### config.mk
export PLATFORM = sky130hd
export DESIGN_NAME = pi_duty_controller_with_capture_flat
export DESIGN_NICKNAME = d
export VERILOG_FILES = /design/src/hdl/pdc_pkg.sv /design/src/hdl/pdc_if.sv /design/src/hdl/pdc_front.sv /design/src/hdl/pdc_queue.sv /design/src/hdl/pdc_back.sv /design/src/hdl/pi_duty_controller_with_capture.sv /design/src/flat_wrapper.sv
export SDC_FILE = /design/constraint.sdc
export NUM_CORES = 2
export LEC_CHECK = 0
export BUFFER_PORTS_ARGS = -buffer_cell sky130_fd_sc_hd__buf_2
export CORE_ASPECT_RATIO = 0.75
export CORE_UTILIZATION = 40
export DETAILED_ROUTE_END_ITERATION = 12
export PLACE_DENSITY = 0.66
export SLEW_MARGIN = 30
export SYNTH_ARGS = -nofsm -noshare
export SYNTH_HDL_FRONTEND = slang
export SYNTH_HIERARCHICAL = 1
export SYNTH_SLANG_ARGS = --single-unit
export TNS_END_PERCENT = 50
### constraint.sdc
create_clock -name clk -period 11 [get_ports clk]
set_clock_uncertainty 0.05 [all_clocks]
set_input_delay 2.2 -clock clk [delete_from_list [all_inputs] [get_ports clk]]
set_output_delay 2.2 -clock clk [all_outputs]
set_load 0.02 [all_outputs]
### src/hdl/pdc_pkg.sv
`timescale 1ns / 1ps

package pdc_pkg;

    // Block dimensions
    localparam int SAMPLES_PER_PERIOD = 1000;
    localparam int CAPTURE_POINTS     = 200;
    localparam int DECIMATION         = 10;

    // Field widths
    localparam int SAMPLE_W = 10;
    localparam int GAIN_W   = 16;
    localparam int DUTY_W   = 16;
    localparam int POS_W    = 10;
    localparam int INTEG_W  = 24;
    localparam int ERR_W    = SAMPLE_W + 1;
    localparam int DECIM_W  = 4;
    localparam int POINT_W  = 8;
    localparam int CFG_IDX_W  = 3;
    localparam int CFG_DATA_W = 16;

    // Reference position limits, one bit wider to match the widened position compare
    localparam logic [POS_W:0] POS_LIMIT = (POS_W + 1)'(SAMPLES_PER_PERIOD);
    localparam logic [POS_W:0] POS_HALF  = (POS_W + 1)'(SAMPLES_PER_PERIOD / 2);
    localparam logic [DECIM_W-1:0] DECIM_LIMIT = DECIM_W'(DECIMATION);
    localparam logic [POINT_W-1:0] POINT_LIMIT = POINT_W'(CAPTURE_POINTS);

    // Integrator saturation bounds
    localparam logic signed [INTEG_W-1:0] INTEG_MAX = {1'b0, {(INTEG_W-1){1'b1}}};
    localparam logic signed [INTEG_W-1:0] INTEG_MIN = {1'b1, {(INTEG_W-1){1'b0}}};

    // Output scaling in Q.8: 50 and 100 percent
    localparam int HALF_SCALE_Q8 = 12800;
    localparam int FULL_SCALE_Q8 = 25600;
    localparam int PCT_DIV       = FULL_SCALE_Q8 / 256;
    localparam int RECIP_SHIFT   = 30;
    localparam int RECIP_W       = 24;
    localparam logic [RECIP_W-1:0] RECIP_PCT = RECIP_W'((64'd1 << RECIP_SHIFT) / PCT_DIV);

    // Config reset values
    localparam logic [SAMPLE_W-1:0] REF_HIGH_RST = 10'd800;
    localparam logic [SAMPLE_W-1:0] REF_LOW_RST  = 10'd200;
    localparam logic [DUTY_W-1:0]   PWM_TOP_RST  = 16'd3999;

    // Queue between front and back end
    localparam int QUEUE_DEPTH = 2;
    localparam int QPTR_W = (QUEUE_DEPTH > 1) ? $clog2(QUEUE_DEPTH) : 1;
    localparam int QCNT_W = $clog2(QUEUE_DEPTH + 1);

    typedef enum logic [CFG_IDX_W-1:0] {
        CFG_KP_GAIN  = 3'd0,
        CFG_KI_GAIN  = 3'd1,
        CFG_REF_HIGH = 3'd2,
        CFG_REF_LOW  = 3'd3,
        CFG_PWM_TOP  = 3'd4
    } cfg_index_t;

    // One classified sample, handed from front to back end
    typedef struct packed {
        logic signed [ERR_W-1:0]   err;
        logic signed [INTEG_W-1:0] integ;
        logic                      cap_valid;
        logic [POINT_W-1:0]        cap_index;
        logic [SAMPLE_W-1:0]       cap_measured;
        logic [SAMPLE_W-1:0]       cap_reference;
        logic                      cap_done;
    } pdc_job_t;

endpackage

### src/hdl/pdc_if.sv
`timescale 1ns / 1ps

interface pdc_sample_if;
    import pdc_pkg::*;

    logic                valid;
    logic                ready;
    logic [SAMPLE_W-1:0] measured;
    logic                start_capture;

    modport source (output valid, output measured, output start_capture, input ready);
    modport sink   (input valid, input measured, input start_capture, output ready);
endinterface

interface pdc_result_if;
    import pdc_pkg::*;

    logic                valid;
    logic                ready;
    logic [DUTY_W-1:0]   duty;
    logic                capture_valid;
    logic [POINT_W-1:0]  capture_index;
    logic [SAMPLE_W-1:0] capture_measured;
    logic [SAMPLE_W-1:0] capture_reference;
    logic                capture_done;

    modport source (output valid, output duty, output capture_valid, output capture_index,
                    output capture_measured, output capture_reference,
                    output capture_done, input ready);
    modport sink   (input valid, input duty, input capture_valid, input capture_index,
                    input capture_measured, input capture_reference,
                    input capture_done, output ready);
endinterface

### src/hdl/pdc_front.sv
`timescale 1ns / 1ps

module pdc_front (
    input  logic                                clk,
    input  logic                                rst_n,
    pdc_sample_if.sink                          sample_ch,
    input  logic [pdc_pkg::SAMPLE_W-1:0]        ref_high,
    input  logic [pdc_pkg::SAMPLE_W-1:0]        ref_low,
    input  logic                                full,
    output logic                                push,
    output pdc_pkg::pdc_job_t                   job
);
    import pdc_pkg::*;

    logic [POS_W-1:0]          pos_reg;
    logic signed [INTEG_W-1:0] integ_reg;
    logic                      capturing_reg;
    logic [DECIM_W-1:0]        decim_reg;
    logic [POINT_W-1:0]        point_reg;

    logic [POS_W-1:0]          pos_cur;
    logic [POS_W:0]            pos_inc;
    logic [POS_W-1:0]          pos_next;
    logic [SAMPLE_W-1:0]       reference;
    logic signed [ERR_W-1:0]   err;
    logic signed [INTEG_W-1:0] integ_base;
    logic signed [INTEG_W:0]   integ_sum;
    logic signed [INTEG_W-1:0] integ_next;
    logic                      start;
    logic [DECIM_W-1:0]        decim_base;
    logic [DECIM_W-1:0]        decim_inc;
    logic [DECIM_W-1:0]        decim_next;
    logic [POINT_W-1:0]        point_base;
    logic [POINT_W-1:0]        point_next;
    logic                      capturing_next;
    logic                      cap_valid;
    logic                      cap_done;
    logic [POINT_W-1:0]        cap_index;

    assign sample_ch.ready = ~full;
    assign push            = sample_ch.valid & ~full;
    assign start           = sample_ch.start_capture;

    always_comb
    begin
        // position wraps before use and after increment
        pos_cur   = ({1'b0, pos_reg} >= POS_LIMIT) ? '0 : pos_reg;
        reference = ({1'b0, pos_cur} < POS_HALF) ? ref_high : ref_low;
        pos_inc   = {1'b0, pos_cur} + 1'b1;
        pos_next  = (pos_inc >= POS_LIMIT) ? '0 : pos_inc[POS_W-1:0];

        // error fits 11 bits signed
        err = $signed({1'b0, reference} - {1'b0, sample_ch.measured});

        integ_base = start ? '0 : integ_reg;
        integ_sum  = {integ_base[INTEG_W-1], integ_base}
                   + {{(INTEG_W + 1 - ERR_W){err[ERR_W-1]}}, err};
        if (integ_sum[INTEG_W] != integ_sum[INTEG_W-1])
            integ_next = integ_sum[INTEG_W] ? INTEG_MIN : INTEG_MAX;
        else
            integ_next = integ_sum[INTEG_W-1:0];

        decim_base     = start ? '0 : decim_reg;
        point_base     = start ? '0 : point_reg;
        decim_inc      = decim_base + 1'b1;
        decim_next     = decim_reg;
        point_next     = point_reg;
        capturing_next = capturing_reg;
        cap_valid      = 1'b0;
        cap_done       = 1'b0;
        cap_index      = '0;
        if (start || capturing_reg)
        begin
            capturing_next = 1'b1;
            decim_next     = decim_inc;
            point_next     = point_base;
            if (decim_inc >= DECIM_LIMIT)
            begin
                decim_next = '0;
                cap_valid  = 1'b1;
                cap_index  = point_base;
                point_next = point_base + 1'b1;
            end
            if (point_next >= POINT_LIMIT)
            begin
                point_next     = '0;
                capturing_next = 1'b0;
                cap_done       = 1'b1;
            end
        end
    end

    always_comb
    begin
        job.err           = err;
        job.integ         = integ_next;
        job.cap_valid     = cap_valid;
        job.cap_index     = cap_index;
        job.cap_measured  = cap_valid ? sample_ch.measured : '0;
        job.cap_reference = cap_valid ? reference : '0;
        job.cap_done      = cap_done;
    end

    always_ff @(posedge clk or negedge rst_n)
    begin
        if (!rst_n)
        begin
            pos_reg       <= '0;
            integ_reg     <= '0;
            capturing_reg <= 1'b0;
            decim_reg     <= '0;
            point_reg     <= '0;
        end
        else if (push)
        begin
            pos_reg       <= pos_next;
            integ_reg     <= integ_next;
            capturing_reg <= capturing_next;
            decim_reg     <= decim_next;
            point_reg     <= point_next;
        end
    end

endmodule

### src/hdl/pdc_queue.sv
`timescale 1ns / 1ps

module pdc_queue (
    input  logic              clk,
    input  logic              rst_n,
    input  logic              push,
    input  pdc_pkg::pdc_job_t push_data,
    output logic              full,
    input  logic              pop,
    output pdc_pkg::pdc_job_t pop_data,
    output logic              empty
);
    import pdc_pkg::*;

    pdc_job_t           entry_reg [QUEUE_DEPTH];
    logic [QPTR_W-1:0]  wr_ptr_reg;
    logic [QPTR_W-1:0]  rd_ptr_reg;
    logic [QCNT_W-1:0]  count_reg;
    logic               do_push;
    logic               do_pop;

    assign full     = (count_reg == QCNT_W'(QUEUE_DEPTH));
    assign empty    = (count_reg == '0);
    assign do_push  = push & ~full;
    assign do_pop   = pop & ~empty;
    assign pop_data = entry_reg[rd_ptr_reg];

    always_ff @(posedge clk)
    begin
        if (do_push)
            entry_reg[wr_ptr_reg] <= push_data;
    end

    always_ff @(posedge clk or negedge rst_n)
    begin
        if (!rst_n)
        begin
            wr_ptr_reg <= '0;
            rd_ptr_reg <= '0;
            count_reg  <= '0;
        end
        else
        begin
            if (do_push)
                wr_ptr_reg <= (wr_ptr_reg == QPTR_W'(QUEUE_DEPTH - 1)) ? '0 : wr_ptr_reg + 1'b1;
            if (do_pop)
                rd_ptr_reg <= (rd_ptr_reg == QPTR_W'(QUEUE_DEPTH - 1)) ? '0 : rd_ptr_reg + 1'b1;
            if (do_push && !do_pop)
                count_reg <= count_reg + 1'b1;
            else if (do_pop && !do_push)
                count_reg <= count_reg - 1'b1;
        end
    end

endmodule

### src/hdl/pdc_back.sv
`timescale 1ns / 1ps

module pdc_back (
    input  logic                               clk,
    input  logic                               rst_n,
    input  logic signed [pdc_pkg::GAIN_W-1:0]  kp_gain,
    input  logic signed [pdc_pkg::GAIN_W-1:0]  ki_gain,
    input  logic [pdc_pkg::DUTY_W-1:0]         pwm_top,
    input  logic                               empty,
    input  pdc_pkg::pdc_job_t                  pop_data,
    output logic                               pop,
    pdc_result_if.source                       result_ch
);
    import pdc_pkg::*;

    localparam int PROP_W = GAIN_W + ERR_W;
    localparam int INTP_W = GAIN_W + INTEG_W;
    localparam int U_W    = INTP_W + 1;
    localparam int V_W    = 15;
    localparam int PROD_W = V_W + DUTY_W;
    localparam int Q_W    = PROD_W - 8;
    localparam int EP_W   = Q_W + RECIP_W;
    localparam int EST_W  = EP_W - RECIP_SHIFT;

    typedef enum logic [2:0] {
        ST_IDLE,
        ST_MUL,
        ST_SUM,
        ST_SCALE,
        ST_RECIP,
        ST_CORR
    } state_t;

    state_t                   state_reg;
    pdc_job_t                 job_reg;
    logic signed [PROP_W-1:0] prop_reg;
    logic signed [INTP_W-1:0] intp_reg;
    logic [V_W-1:0]           v_reg;
    logic [PROD_W-1:0]        prod_reg;
    logic [Q_W-1:0]           q_reg;
    logic [EST_W-1:0]         est_reg;
    logic                     out_valid_reg;
    logic [DUTY_W-1:0]        duty_reg;
    pdc_job_t                 out_job_reg;

    logic signed [U_W-1:0]    u_sum;
    logic signed [U_W:0]      v_raw;
    logic [V_W-1:0]           v_next;
    logic [PROD_W-1:0]        prod_next;
    logic [EP_W-1:0]          est_prod;
    logic [Q_W:0]             est_x;
    logic [Q_W:0]             rem;
    logic [DUTY_W-1:0]        duty_next;

    assign pop = (state_reg == ST_IDLE) & ~empty;

    always_comb
    begin
        u_sum = {{(U_W - PROP_W){prop_reg[PROP_W-1]}}, prop_reg}
              + {intp_reg[INTP_W-1], intp_reg};
        v_raw = {u_sum[U_W-1], u_sum} + (U_W + 1)'(HALF_SCALE_Q8);
        if (v_raw[U_W])
            v_next = '0;
        else if (v_raw[U_W-1:0] > U_W'(FULL_SCALE_Q8))
            v_next = V_W'(FULL_SCALE_Q8);
        else
            v_next = v_raw[V_W-1:0];

        prod_next = {{DUTY_W{1'b0}}, v_reg} * {{V_W{1'b0}}, pwm_top};

        // quotient by 100 via reciprocal, at most one short
        est_prod = {{RECIP_W{1'b0}}, prod_reg[PROD_W-1:8]} * {{Q_W{1'b0}}, RECIP_PCT};

        est_x     = {{(Q_W + 1 - EST_W){1'b0}}, est_reg} * (Q_W + 1)'(PCT_DIV);
        rem       = {1'b0, q_reg} - est_x;
        duty_next = (rem >= (Q_W + 1)'(PCT_DIV)) ? DUTY_W'(est_reg + 1'b1)
                                                 : est_reg[DUTY_W-1:0];
    end

    always_ff @(posedge clk or negedge rst_n)
    begin
        if (!rst_n)
        begin
            state_reg     <= ST_IDLE;
            job_reg       <= '0;
            prop_reg      <= '0;
            intp_reg      <= '0;
            v_reg         <= '0;
            prod_reg      <= '0;
            q_reg         <= '0;
            est_reg       <= '0;
            out_valid_reg <= 1'b0;
            duty_reg      <= '0;
            out_job_reg   <= '0;
        end
        else
        begin
            // ST_CORR owns the flag in its own cycle
            if (out_valid_reg && result_ch.ready && state_reg != ST_CORR)
                out_valid_reg <= 1'b0;

            case (state_reg)
                ST_IDLE:
                begin
                    if (!empty)
                    begin
                        job_reg   <= pop_data;
                        state_reg <= ST_MUL;
                    end
                end
                ST_MUL:
                begin
                    prop_reg  <= kp_gain * job_reg.err;
                    intp_reg  <= ki_gain * job_reg.integ;
                    state_reg <= ST_SUM;
                end
                ST_SUM:
                begin
                    v_reg     <= v_next;
                    state_reg <= ST_SCALE;
                end
                ST_SCALE:
                begin
                    prod_reg  <= prod_next;
                    state_reg <= ST_RECIP;
                end
                ST_RECIP:
                begin
                    q_reg     <= prod_reg[PROD_W-1:8];
                    est_reg   <= est_prod[EP_W-1:RECIP_SHIFT];
                    state_reg <= ST_CORR;
                end
                ST_CORR:
                begin
                    if (!out_valid_reg || result_ch.ready)
                    begin
                        duty_reg      <= duty_next;
                        out_job_reg   <= job_reg;
                        out_valid_reg <= 1'b1;
                        state_reg     <= ST_IDLE;
                    end
                end
                default:
                begin
                    state_reg <= ST_IDLE;
                end
            endcase
        end
    end

    assign result_ch.valid             = out_valid_reg;
    assign result_ch.duty              = duty_reg;
    assign result_ch.capture_valid     = out_job_reg.cap_valid;
    assign result_ch.capture_index     = out_job_reg.cap_index;
    assign result_ch.capture_measured  = out_job_reg.cap_measured;
    assign result_ch.capture_reference = out_job_reg.cap_reference;
    assign result_ch.capture_done      = out_job_reg.cap_done;

endmodule

### src/hdl/pi_duty_controller_with_capture.sv
`timescale 1ns / 1ps
// Path: an accepted sample request passes through the queue and the back-end states
//   ST_IDLE, ST_MUL, ST_SUM, ST_SCALE, ST_RECIP and ST_CORR into the output register.
// Pacing: the back end takes no new request until its sequential multiply, clamp,
//   scale and divide-by-100 steps are done; a 2-deep queue takes requests ahead.
// Reset: rst_n asynchronous, active low; clears all controller state and loads
//   the config registers with their defaults (ref 800/200, pwm_top 3999, gains 0).

module pi_duty_controller_with_capture (
    input  logic                              clk,
    input  logic                              rst_n,
    input  logic                              cfg_write,
    input  logic [pdc_pkg::CFG_IDX_W-1:0]     cfg_index,
    input  logic [pdc_pkg::CFG_DATA_W-1:0]    cfg_data,
    pdc_sample_if.sink                        sample_ch,
    pdc_result_if.source                      result_ch
);
    import pdc_pkg::*;

    // Config registers; write only while the block is idle (the block itself does not enforce it).
    logic signed [GAIN_W-1:0] kp_gain_reg;
    logic signed [GAIN_W-1:0] ki_gain_reg;
    logic [SAMPLE_W-1:0]      ref_high_reg;
    logic [SAMPLE_W-1:0]      ref_low_reg;
    logic [DUTY_W-1:0]        pwm_top_reg;

    // Front end -> queue -> back end
    logic     push;
    logic     full;
    logic     pop;
    logic     empty;
    pdc_job_t push_job;
    pdc_job_t pop_job;

    always_ff @(posedge clk or negedge rst_n)
    begin
        if (!rst_n)
        begin
            kp_gain_reg  <= '0;
            ki_gain_reg  <= '0;
            ref_high_reg <= REF_HIGH_RST;
            ref_low_reg  <= REF_LOW_RST;
            pwm_top_reg  <= PWM_TOP_RST;
        end
        else if (cfg_write)
        begin
            case (cfg_index)
                CFG_KP_GAIN:  kp_gain_reg  <= $signed(cfg_data[GAIN_W-1:0]);
                CFG_KI_GAIN:  ki_gain_reg  <= $signed(cfg_data[GAIN_W-1:0]);
                CFG_REF_HIGH: ref_high_reg <= cfg_data[SAMPLE_W-1:0];
                CFG_REF_LOW:  ref_low_reg  <= cfg_data[SAMPLE_W-1:0];
                CFG_PWM_TOP:  pwm_top_reg  <= cfg_data[DUTY_W-1:0];
                default:      ; // unmapped index: dropped
            endcase
        end
    end

    // Front end: square-wave reference, error, saturating integrator and
    // capture bookkeeping, all settled in the cycle the request is accepted.
    pdc_front u_front (
        .clk       (clk),
        .rst_n     (rst_n),
        .sample_ch (sample_ch),
        .ref_high  (ref_high_reg),
        .ref_low   (ref_low_reg),
        .full      (full),
        .push      (push),
        .job       (push_job)
    );

    // Short queue so the front end keeps taking requests while the back end
    // works or the output is stalled.
    pdc_queue u_queue (
        .clk       (clk),
        .rst_n     (rst_n),
        .push      (push),
        .push_data (push_job),
        .full      (full),
        .pop       (pop),
        .pop_data  (pop_job),
        .empty     (empty)
    );

    // Back end: kp*err + ki*integ, offset by 50 percent, clamp to 0..100 percent,
    // scale by pwm_top and divide by 25600 (shift by 8, then reciprocal of 100
    // with one correction step). Result held in an output register.
    pdc_back u_back (
        .clk       (clk),
        .rst_n     (rst_n),
        .kp_gain   (kp_gain_reg),
        .ki_gain   (ki_gain_reg),
        .pwm_top   (pwm_top_reg),
        .empty     (empty),
        .pop_data  (pop_job),
        .pop       (pop),
        .result_ch (result_ch)
    );

endmodule

### src/flat_wrapper.sv
// flat-port wrapper written by rule: the top's interface ports become plain ports
module pi_duty_controller_with_capture_flat import pdc_pkg::*;
  (clk, rst_n, cfg_write, cfg_index, cfg_data, sample_ch_valid, sample_ch_measured, sample_ch_start_capture, sample_ch_ready, result_ch_valid, result_ch_duty, result_ch_capture_valid, result_ch_capture_index, result_ch_capture_measured, result_ch_capture_reference, result_ch_capture_done, result_ch_ready);
  pdc_sample_if sample_ch_i ();
  pdc_result_if result_ch_i ();
  input  logic clk;
  input  logic rst_n;
  input  logic cfg_write;
  input  logic [pdc_pkg::CFG_IDX_W-1:0] cfg_index;
  input  logic [pdc_pkg::CFG_DATA_W-1:0] cfg_data;
  input wire logic [$bits(sample_ch_i.valid)-1:0] sample_ch_valid;
  input wire logic [$bits(sample_ch_i.measured)-1:0] sample_ch_measured;
  input wire logic [$bits(sample_ch_i.start_capture)-1:0] sample_ch_start_capture;
  output wire logic [$bits(sample_ch_i.ready)-1:0] sample_ch_ready;
  output wire logic [$bits(result_ch_i.valid)-1:0] result_ch_valid;
  output wire logic [$bits(result_ch_i.duty)-1:0] result_ch_duty;
  output wire logic [$bits(result_ch_i.capture_valid)-1:0] result_ch_capture_valid;
  output wire logic [$bits(result_ch_i.capture_index)-1:0] result_ch_capture_index;
  output wire logic [$bits(result_ch_i.capture_measured)-1:0] result_ch_capture_measured;
  output wire logic [$bits(result_ch_i.capture_reference)-1:0] result_ch_capture_reference;
  output wire logic [$bits(result_ch_i.capture_done)-1:0] result_ch_capture_done;
  input wire logic [$bits(result_ch_i.ready)-1:0] result_ch_ready;
  assign sample_ch_i.valid = sample_ch_valid;
  assign sample_ch_i.measured = sample_ch_measured;
  assign sample_ch_i.start_capture = sample_ch_start_capture;
  assign sample_ch_ready = sample_ch_i.ready;
  assign result_ch_valid = result_ch_i.valid;
  assign result_ch_duty = result_ch_i.duty;
  assign result_ch_capture_valid = result_ch_i.capture_valid;
  assign result_ch_capture_index = result_ch_i.capture_index;
  assign result_ch_capture_measured = result_ch_i.capture_measured;
  assign result_ch_capture_reference = result_ch_i.capture_reference;
  assign result_ch_capture_done = result_ch_i.capture_done;
  assign result_ch_i.ready = result_ch_ready;
  pi_duty_controller_with_capture u_core (.clk(clk), .rst_n(rst_n), .cfg_write(cfg_write), .cfg_index(cfg_index), .cfg_data(cfg_data), .sample_ch(sample_ch_i), .result_ch(result_ch_i));
endmodule
## After elaboration in Yosys (flattened, before gate mapping)

Memory sizes are Yosys's and may differ from the RTL's. A register that Yosys moved wholly into a read port is not among the register bits.
Cells that the tools add are included.

| storage, ports and cells | value |
|---|---|
| memories | 1 |
| bits in writable memories | 130 |
| flip-flop bits (word level) | 322 |
| output and inout port bits | 48 |

Memory list:

| memory | depth | bits a word | rd ports | clocked after Yosys merged registers in | write ports | line | RTL |
|---|---|---|---|---|---|---|---|
| u_core.u_queue.entry_reg | 2 | 65 | 1 | 1 | 1 | pdc_queue.sv:15 | `pdc_job_t entry_reg [QUEUE_DEPTH];` |

| operators by class | value |
|---|---|
| reductions and logical operators | 23 |
| multiplexer cells | 36 |
| equality and inequality tests | 14 |
| $lt $le $gt $ge | 7 |
| multiply operators | 5 |
| $add $sub $neg | 13 |
| bitwise gates (word level) | 6 |

Operator list:

| kind | number |
|---|---|
| two-way mux 24 bit | 3 |
| two-way mux 10 bit | 5 |
| two-way mux 8 bit | 6 |
| multiplier 23 x 23 -> 46 bit (second input constant) | 1 |
| adder 41 x 15 -> 42 bit (second input constant) | 1 |
| adder 27 x 40 -> 41 bit | 1 |
| greater-than comparator 41 x 15 -> 1 bit (second input constant) | 1 |
| multiplier 16 x 24 -> 40 bit | 1 |
| multiplier 15 x 16 -> 31 bit | 1 |
| two-way mux 15 bit | 2 |
| multiplier 16 x 11 -> 27 bit | 1 |
| adder 24 x 11 -> 25 bit | 1 |
| greater-or-equal comparator 24 x 7 -> 1 bit (second input constant) | 1 |
| subtractor 23 x 24 -> 24 bit | 1 |
| multiplier 17 x 5 -> 22 bit (second input constant) | 1 |
| one-hot mux 3 bit (6 select lines) | 1 |
| AND reduction 2 bit | 9 |
| adder 16 x 1 -> 16 bit (second input constant) | 1 |
| two-way mux 16 bit | 1 |
| equality test 3 x 2 -> 1 bit (second input constant) | 4 |
| two-way mux 1 bit | 12 |
| adder 10 x 1 -> 11 bit (second input constant) | 1 |
| greater-or-equal comparator 11 x 10 -> 1 bit (second input constant) | 1 |
| subtractor 10 x 10 -> 11 bit | 1 |
| other kinds (26) | 46 |

## Longest topological paths before layout

| depth | value |
|---|---|
| depth in word-level cells | 8 |
| gate-level depth with buffers | 29 |
| depth with buffers taken out | 28 |

## By module

The synthesis kept the hierarchy.

Modules (own cells, without submodules):

| module | cells each | area each (um2) | seq. area each (um2) | times used |
|---|---|---|---|---|
| pdc_back | 5499 | 51809.7 | 6456.2 | 1 |
| pdc_queue | 221 | 5048.6 | 4003.8 | 1 |
| pdc_front | 651 | 4996.0 | 1176.1 | 1 |
| pi_duty_controller_with_capture | 148 | 2627.5 | 1721.7 | 1 |

## Worst setup path after synthesis

No wires, ideal clock.

| timing | value |
|---|---|
| path kind | register to register |
| start point | register u_core/u_back/job_reg[53] (netlist name) |
| end point | register u_core.u_back.intp_reg[39] |
| arrival time | 6419 ps |
| period minus slack after synthesis | 6604 ps |
| slack | 4396 ps |
| cell stages (with the launch flop) | 26 |
| buffers on the path | 1 |
| cell sequence | dfrtp_1 > clkbuf_1 > nand2_1 > inv_1 > fa_1 > inv_1 > fa_1 > inv_1 > fa_1 > fa_1 > fa_1 > inv_1 > fa_1 > inv_1 > ha_1 > a21o_1 > a21o_1 > a21oi_1 > o21ai_0 > a221oi_1 > nand2b_1 > a41oi_1 > or4_1 > a31oi_1 > xnor2_1 > o21ai_0 |

| between the ends | value |
|---|---|
| word-level cells in the longest chain between the ends | 1 |

RTL lines:

| element | line | RTL |
|---|---|---|
| start, declared | pdc_back.sv:35 | `pdc_job_t job_reg;` |
| start signal, assigned | pdc_back.sv:107 | `job_reg <= pop_data;` |
| multiplier 16 x 24 -> 40 bit | pdc_back.sv:114 | `intp_reg <= ki_gain * job_reg.integ;` |
| end signal, assigned | pdc_back.sv:114 |  |
| end, declared | pdc_back.sv:37 | `logic signed [INTP_W-1:0] intp_reg;` |

No other way between the ends.
A chain may end at the register's enable or synchronous reset.

## Worst setup path after layout

| timing | value |
|---|---|
| start point | register u_core.ki_gain_reg[4] |
| end point | register u_core.u_back.intp_reg[38] |

| between the ends | value |
|---|---|
| word-level cells in the longest chain between the ends | 1 |

RTL lines:

| element | line | RTL |
|---|---|---|
| start, declared | pi_duty_controller_with_capture.sv:22 | `logic signed [GAIN_W-1:0] ki_gain_reg;` |
| start signal, assigned | pi_duty_controller_with_capture.sv:49 | `CFG_KI_GAIN: ki_gain_reg <= $signed(cfg_data[GAIN_W-1:0]);` |
| multiplier 16 x 24 -> 40 bit | pdc_back.sv:114 |  |

No other way between the ends.

==> results_dict.tcl <==
set metrics [dict create \
    status "finished clean" \
    yosys.area.top_type "fa_1" \
    cts_setup_buffers 0 \
    cts_root_buf "clkbuf_16" \
    r2r_setup_slack_ns 3.11 \
    insertion_delay_ns 0.68 \
    post-place-cells 8521 \
    dr_total_vias 44589 \
    synth_fp_nets 8173 \
    final_hold_viol_count 0 \
    holdBufCountCts 0 \
    grt_max_degree 87 \
    max_freq_mhz 127 \
    critPathBufInv 3 \
    post_dp_cell_area_um2 66800 \
    ys_warn_count 6 \
    final_common_cell "inv_1" \
    crit_family "adder cells" \
    slowest_delay_ns 0.95 \
    clockBufferDepth 3 \
    antenna_found_initial 11 \
    cts.sinks 507 \
    end_kind "flip-flop" \
    grt_pass1_wl_um 255000 \
    cp-start-kind "flip-flop" \
    critPathKind "reg2reg" \
    die_w_um 466 \
    netlist_area_um2 64500 \
    place_hpwl_um 125000 \
    final_cells 8627 \
    die_y_um 350 \
    synth.avg_cell_area_um2 9.89 \
    largest_reg_flops 130 \
    wirelength_um 156000 \
    globalRouteOverflowTotal 0 \
    path_cells "nand2_1, fa_1, inv_1, fa_1, inv_1, fa_1, fa_1, fa_1, fa_1, inv_1, ha_1, a21o_1, a21o_1, a221oi_1, o21ai_0, o21ai_0, o21ai_0, o41ai_1, a21oi_1, a21oi_1, xor2_1, o21ai_0" \
    synth-seq-cells 507 \
    drtIter0Drc 3052 \
    ys_seq_area_frac 0.207 \
    start_util 0.403 \
    postLayoutCellArea_um2 68700 \
    final_cell_mix "1183 x inv_1, 918 x fa_1, 739 x nand2_1" \
    yosys.area.top_type_share 0.285 \
    timing.final.crit_share 0.717 \
    nets 8105 \
    netlist_instances 6519 \
    cts_resized 0 \
    synthToLayoutAreaGrowth_pct 6.60 \
    ant_nets 0 \
    final-setup-viol-count 0 \
    rsz0062_at_grt "false" \
    hold_ws_ns 0.426 \
    cp.required_ns 11.47 \
    synth-async-reset-ratio 0.744 \
    grt_pass1_vias 46227 \
    layout-drive-gt1-share 0.0833 \
    drc 0 \
    drv_slew 0 \
    viasPerCell 5.17 \
    core_um2 160000 \
    slowest_stage "dfrtp_1" \
    tns_ns 0 \
    synth_cell_type_count 100 \
    io_pins 83 \
    dr.pass1.iters 8 \
    cp_common_cell "fa_1" \
    fin_crit_ns 7.89 \
    synth_edf_count 130 \
    cts-htree-levels 2 \
    wire_per_inst_um 18.1 \
    relSlewSlack 0.297 \
    numCtsBuffers 56 \
    dieArea_um2 163000 \
    synth_area_leaders "fa_1 29%, dfrtp_1 14%, ha_1 14%" \
    fp-row-count 127 \
    track_usage 0.195 \
    worstPathArrival_ns 8.36 \
    max_cap_violations 0 \
    hold_path.class "reg2reg" \
    path_clk_slew_ns 0.07 \
    finalWeightedCongestion 0.898 \
    worst_pin_slew_ns 1.05 \
    cp_max_fo 25 \
    synth-main-ff-cell "dfrtp_1" \
    fillers 15121 \
    cts_tree "done" \
    port_buffers 82 \
]
[path summary, 6_finish.rpt]
kind | start | endpoint | cells past startpoint
worst max-delay path | u_core/ki_gain_reg[4] | u_core/u_back/intp_reg[38] | 22
worst min-delay path | u_core/u_front/integ_reg[11] | u_core/u_front/integ_reg[11] | 2
worst max register to register | u_core/ki_gain_reg[4] | u_core/u_back/intp_reg[38] | 22
worst min register to register | u_core/u_front/integ_reg[11] | u_core/u_front/integ_reg[11] | 2
max in group asynchronous | rst_n | u_core/u_queue/rd_ptr_reg | 2
min in group asynchronous | rst_n | u_core/u_back/intp_reg[32] | 1
[worst min-delay path, cell delays in order (launching register included)]
cell and delay [ns]:
dfrtp_1 0.34, nand2_1 0.06, o21ai_2 0.05
[area by class of cell]
| cell class | count | area [um^2] | share of cell area |
|---|---|---|---|
| Antenna cell | 2 | 5.00 | 0.0000728 |
| Clock buffer | 77 | 1580 | 0.0230 |
| Clock inverter | 27 | 379 | 0.00552 |
| Inverter | 1186 | 4450 | 0.0648 |
| Multi-Input combinational cell | 4590 | 45600 | 0.664 |
| Sequential cell | 507 | 13400 | 0.194 |
| Tap cell | 2128 | 2660 | 0.0387 |
| Timing Repair Buffer | 110 | 642 | 0.00934 |
[cell usage after synthesis (43+ instances only)]
| library cell | n |
|---|---|
| nor2_1 | 202 |
| and2_1 | 395 |
| o21ai_0 | 267 |
| dfrtp_1 | 361 |
| fa_1 | 918 |
| nor2b_1 | 53 |
| xnor2_1 | 136 |
| inv_1 | 1183 |
| mux2_2 | 211 |
| a21oi_1 | 168 |
| nand3_1 | 49 |
| edfxtp_1 | 130 |
| nor3_1 | 43 |
| xor2_1 | 72 |
| clkbuf_1 | 198 |
| nand2b_1 | 45 |
| ha_1 | 701 |
| a21o_1 | 80 |
| nand2_1 | 739 |
[cells by family after synthesis]
kind of cell,Yosys count,share of synthesized area
AND/OR/NAND/NOR,1661,0.126
multiplexers,267,0.0486
XOR/XNOR,208,0.0283
AO/OA/AOI/OAI,835,0.0836
adder cells (fa/ha/maj),1619,0.421
flip-flops,507,0.207
buffers and inverters,1422,0.0855
[metal layers]
| metal | share of wire | up-vias | GRT usage |
|---|---|---|---|
| li1 | - | 20745 | - |
| met2 | 0.44 | 1126 | 0.305 |
| met4 | 0.016 | 4 | 0.0345 |
| met1 | 0.48 | 22555 | 0.289 |
| met5 | 0.00013 | - | 0 |
| met3 | 0.059 | 159 | 0.0296 |
[stage by stage]
step	util	worst slack [ns]
3_5_place_dp	0.417	3.13
4_1_cts	0.429	3.14
2_1_floorplan	-	4.40
6_report	0.430	3.11
5_1_grt	0.430	2.46
3_3_place_gp	0.417	3.27
Power is not shown: default switching activity piles up to over one toggle a cycle in this logic, so the estimate is an artifact.
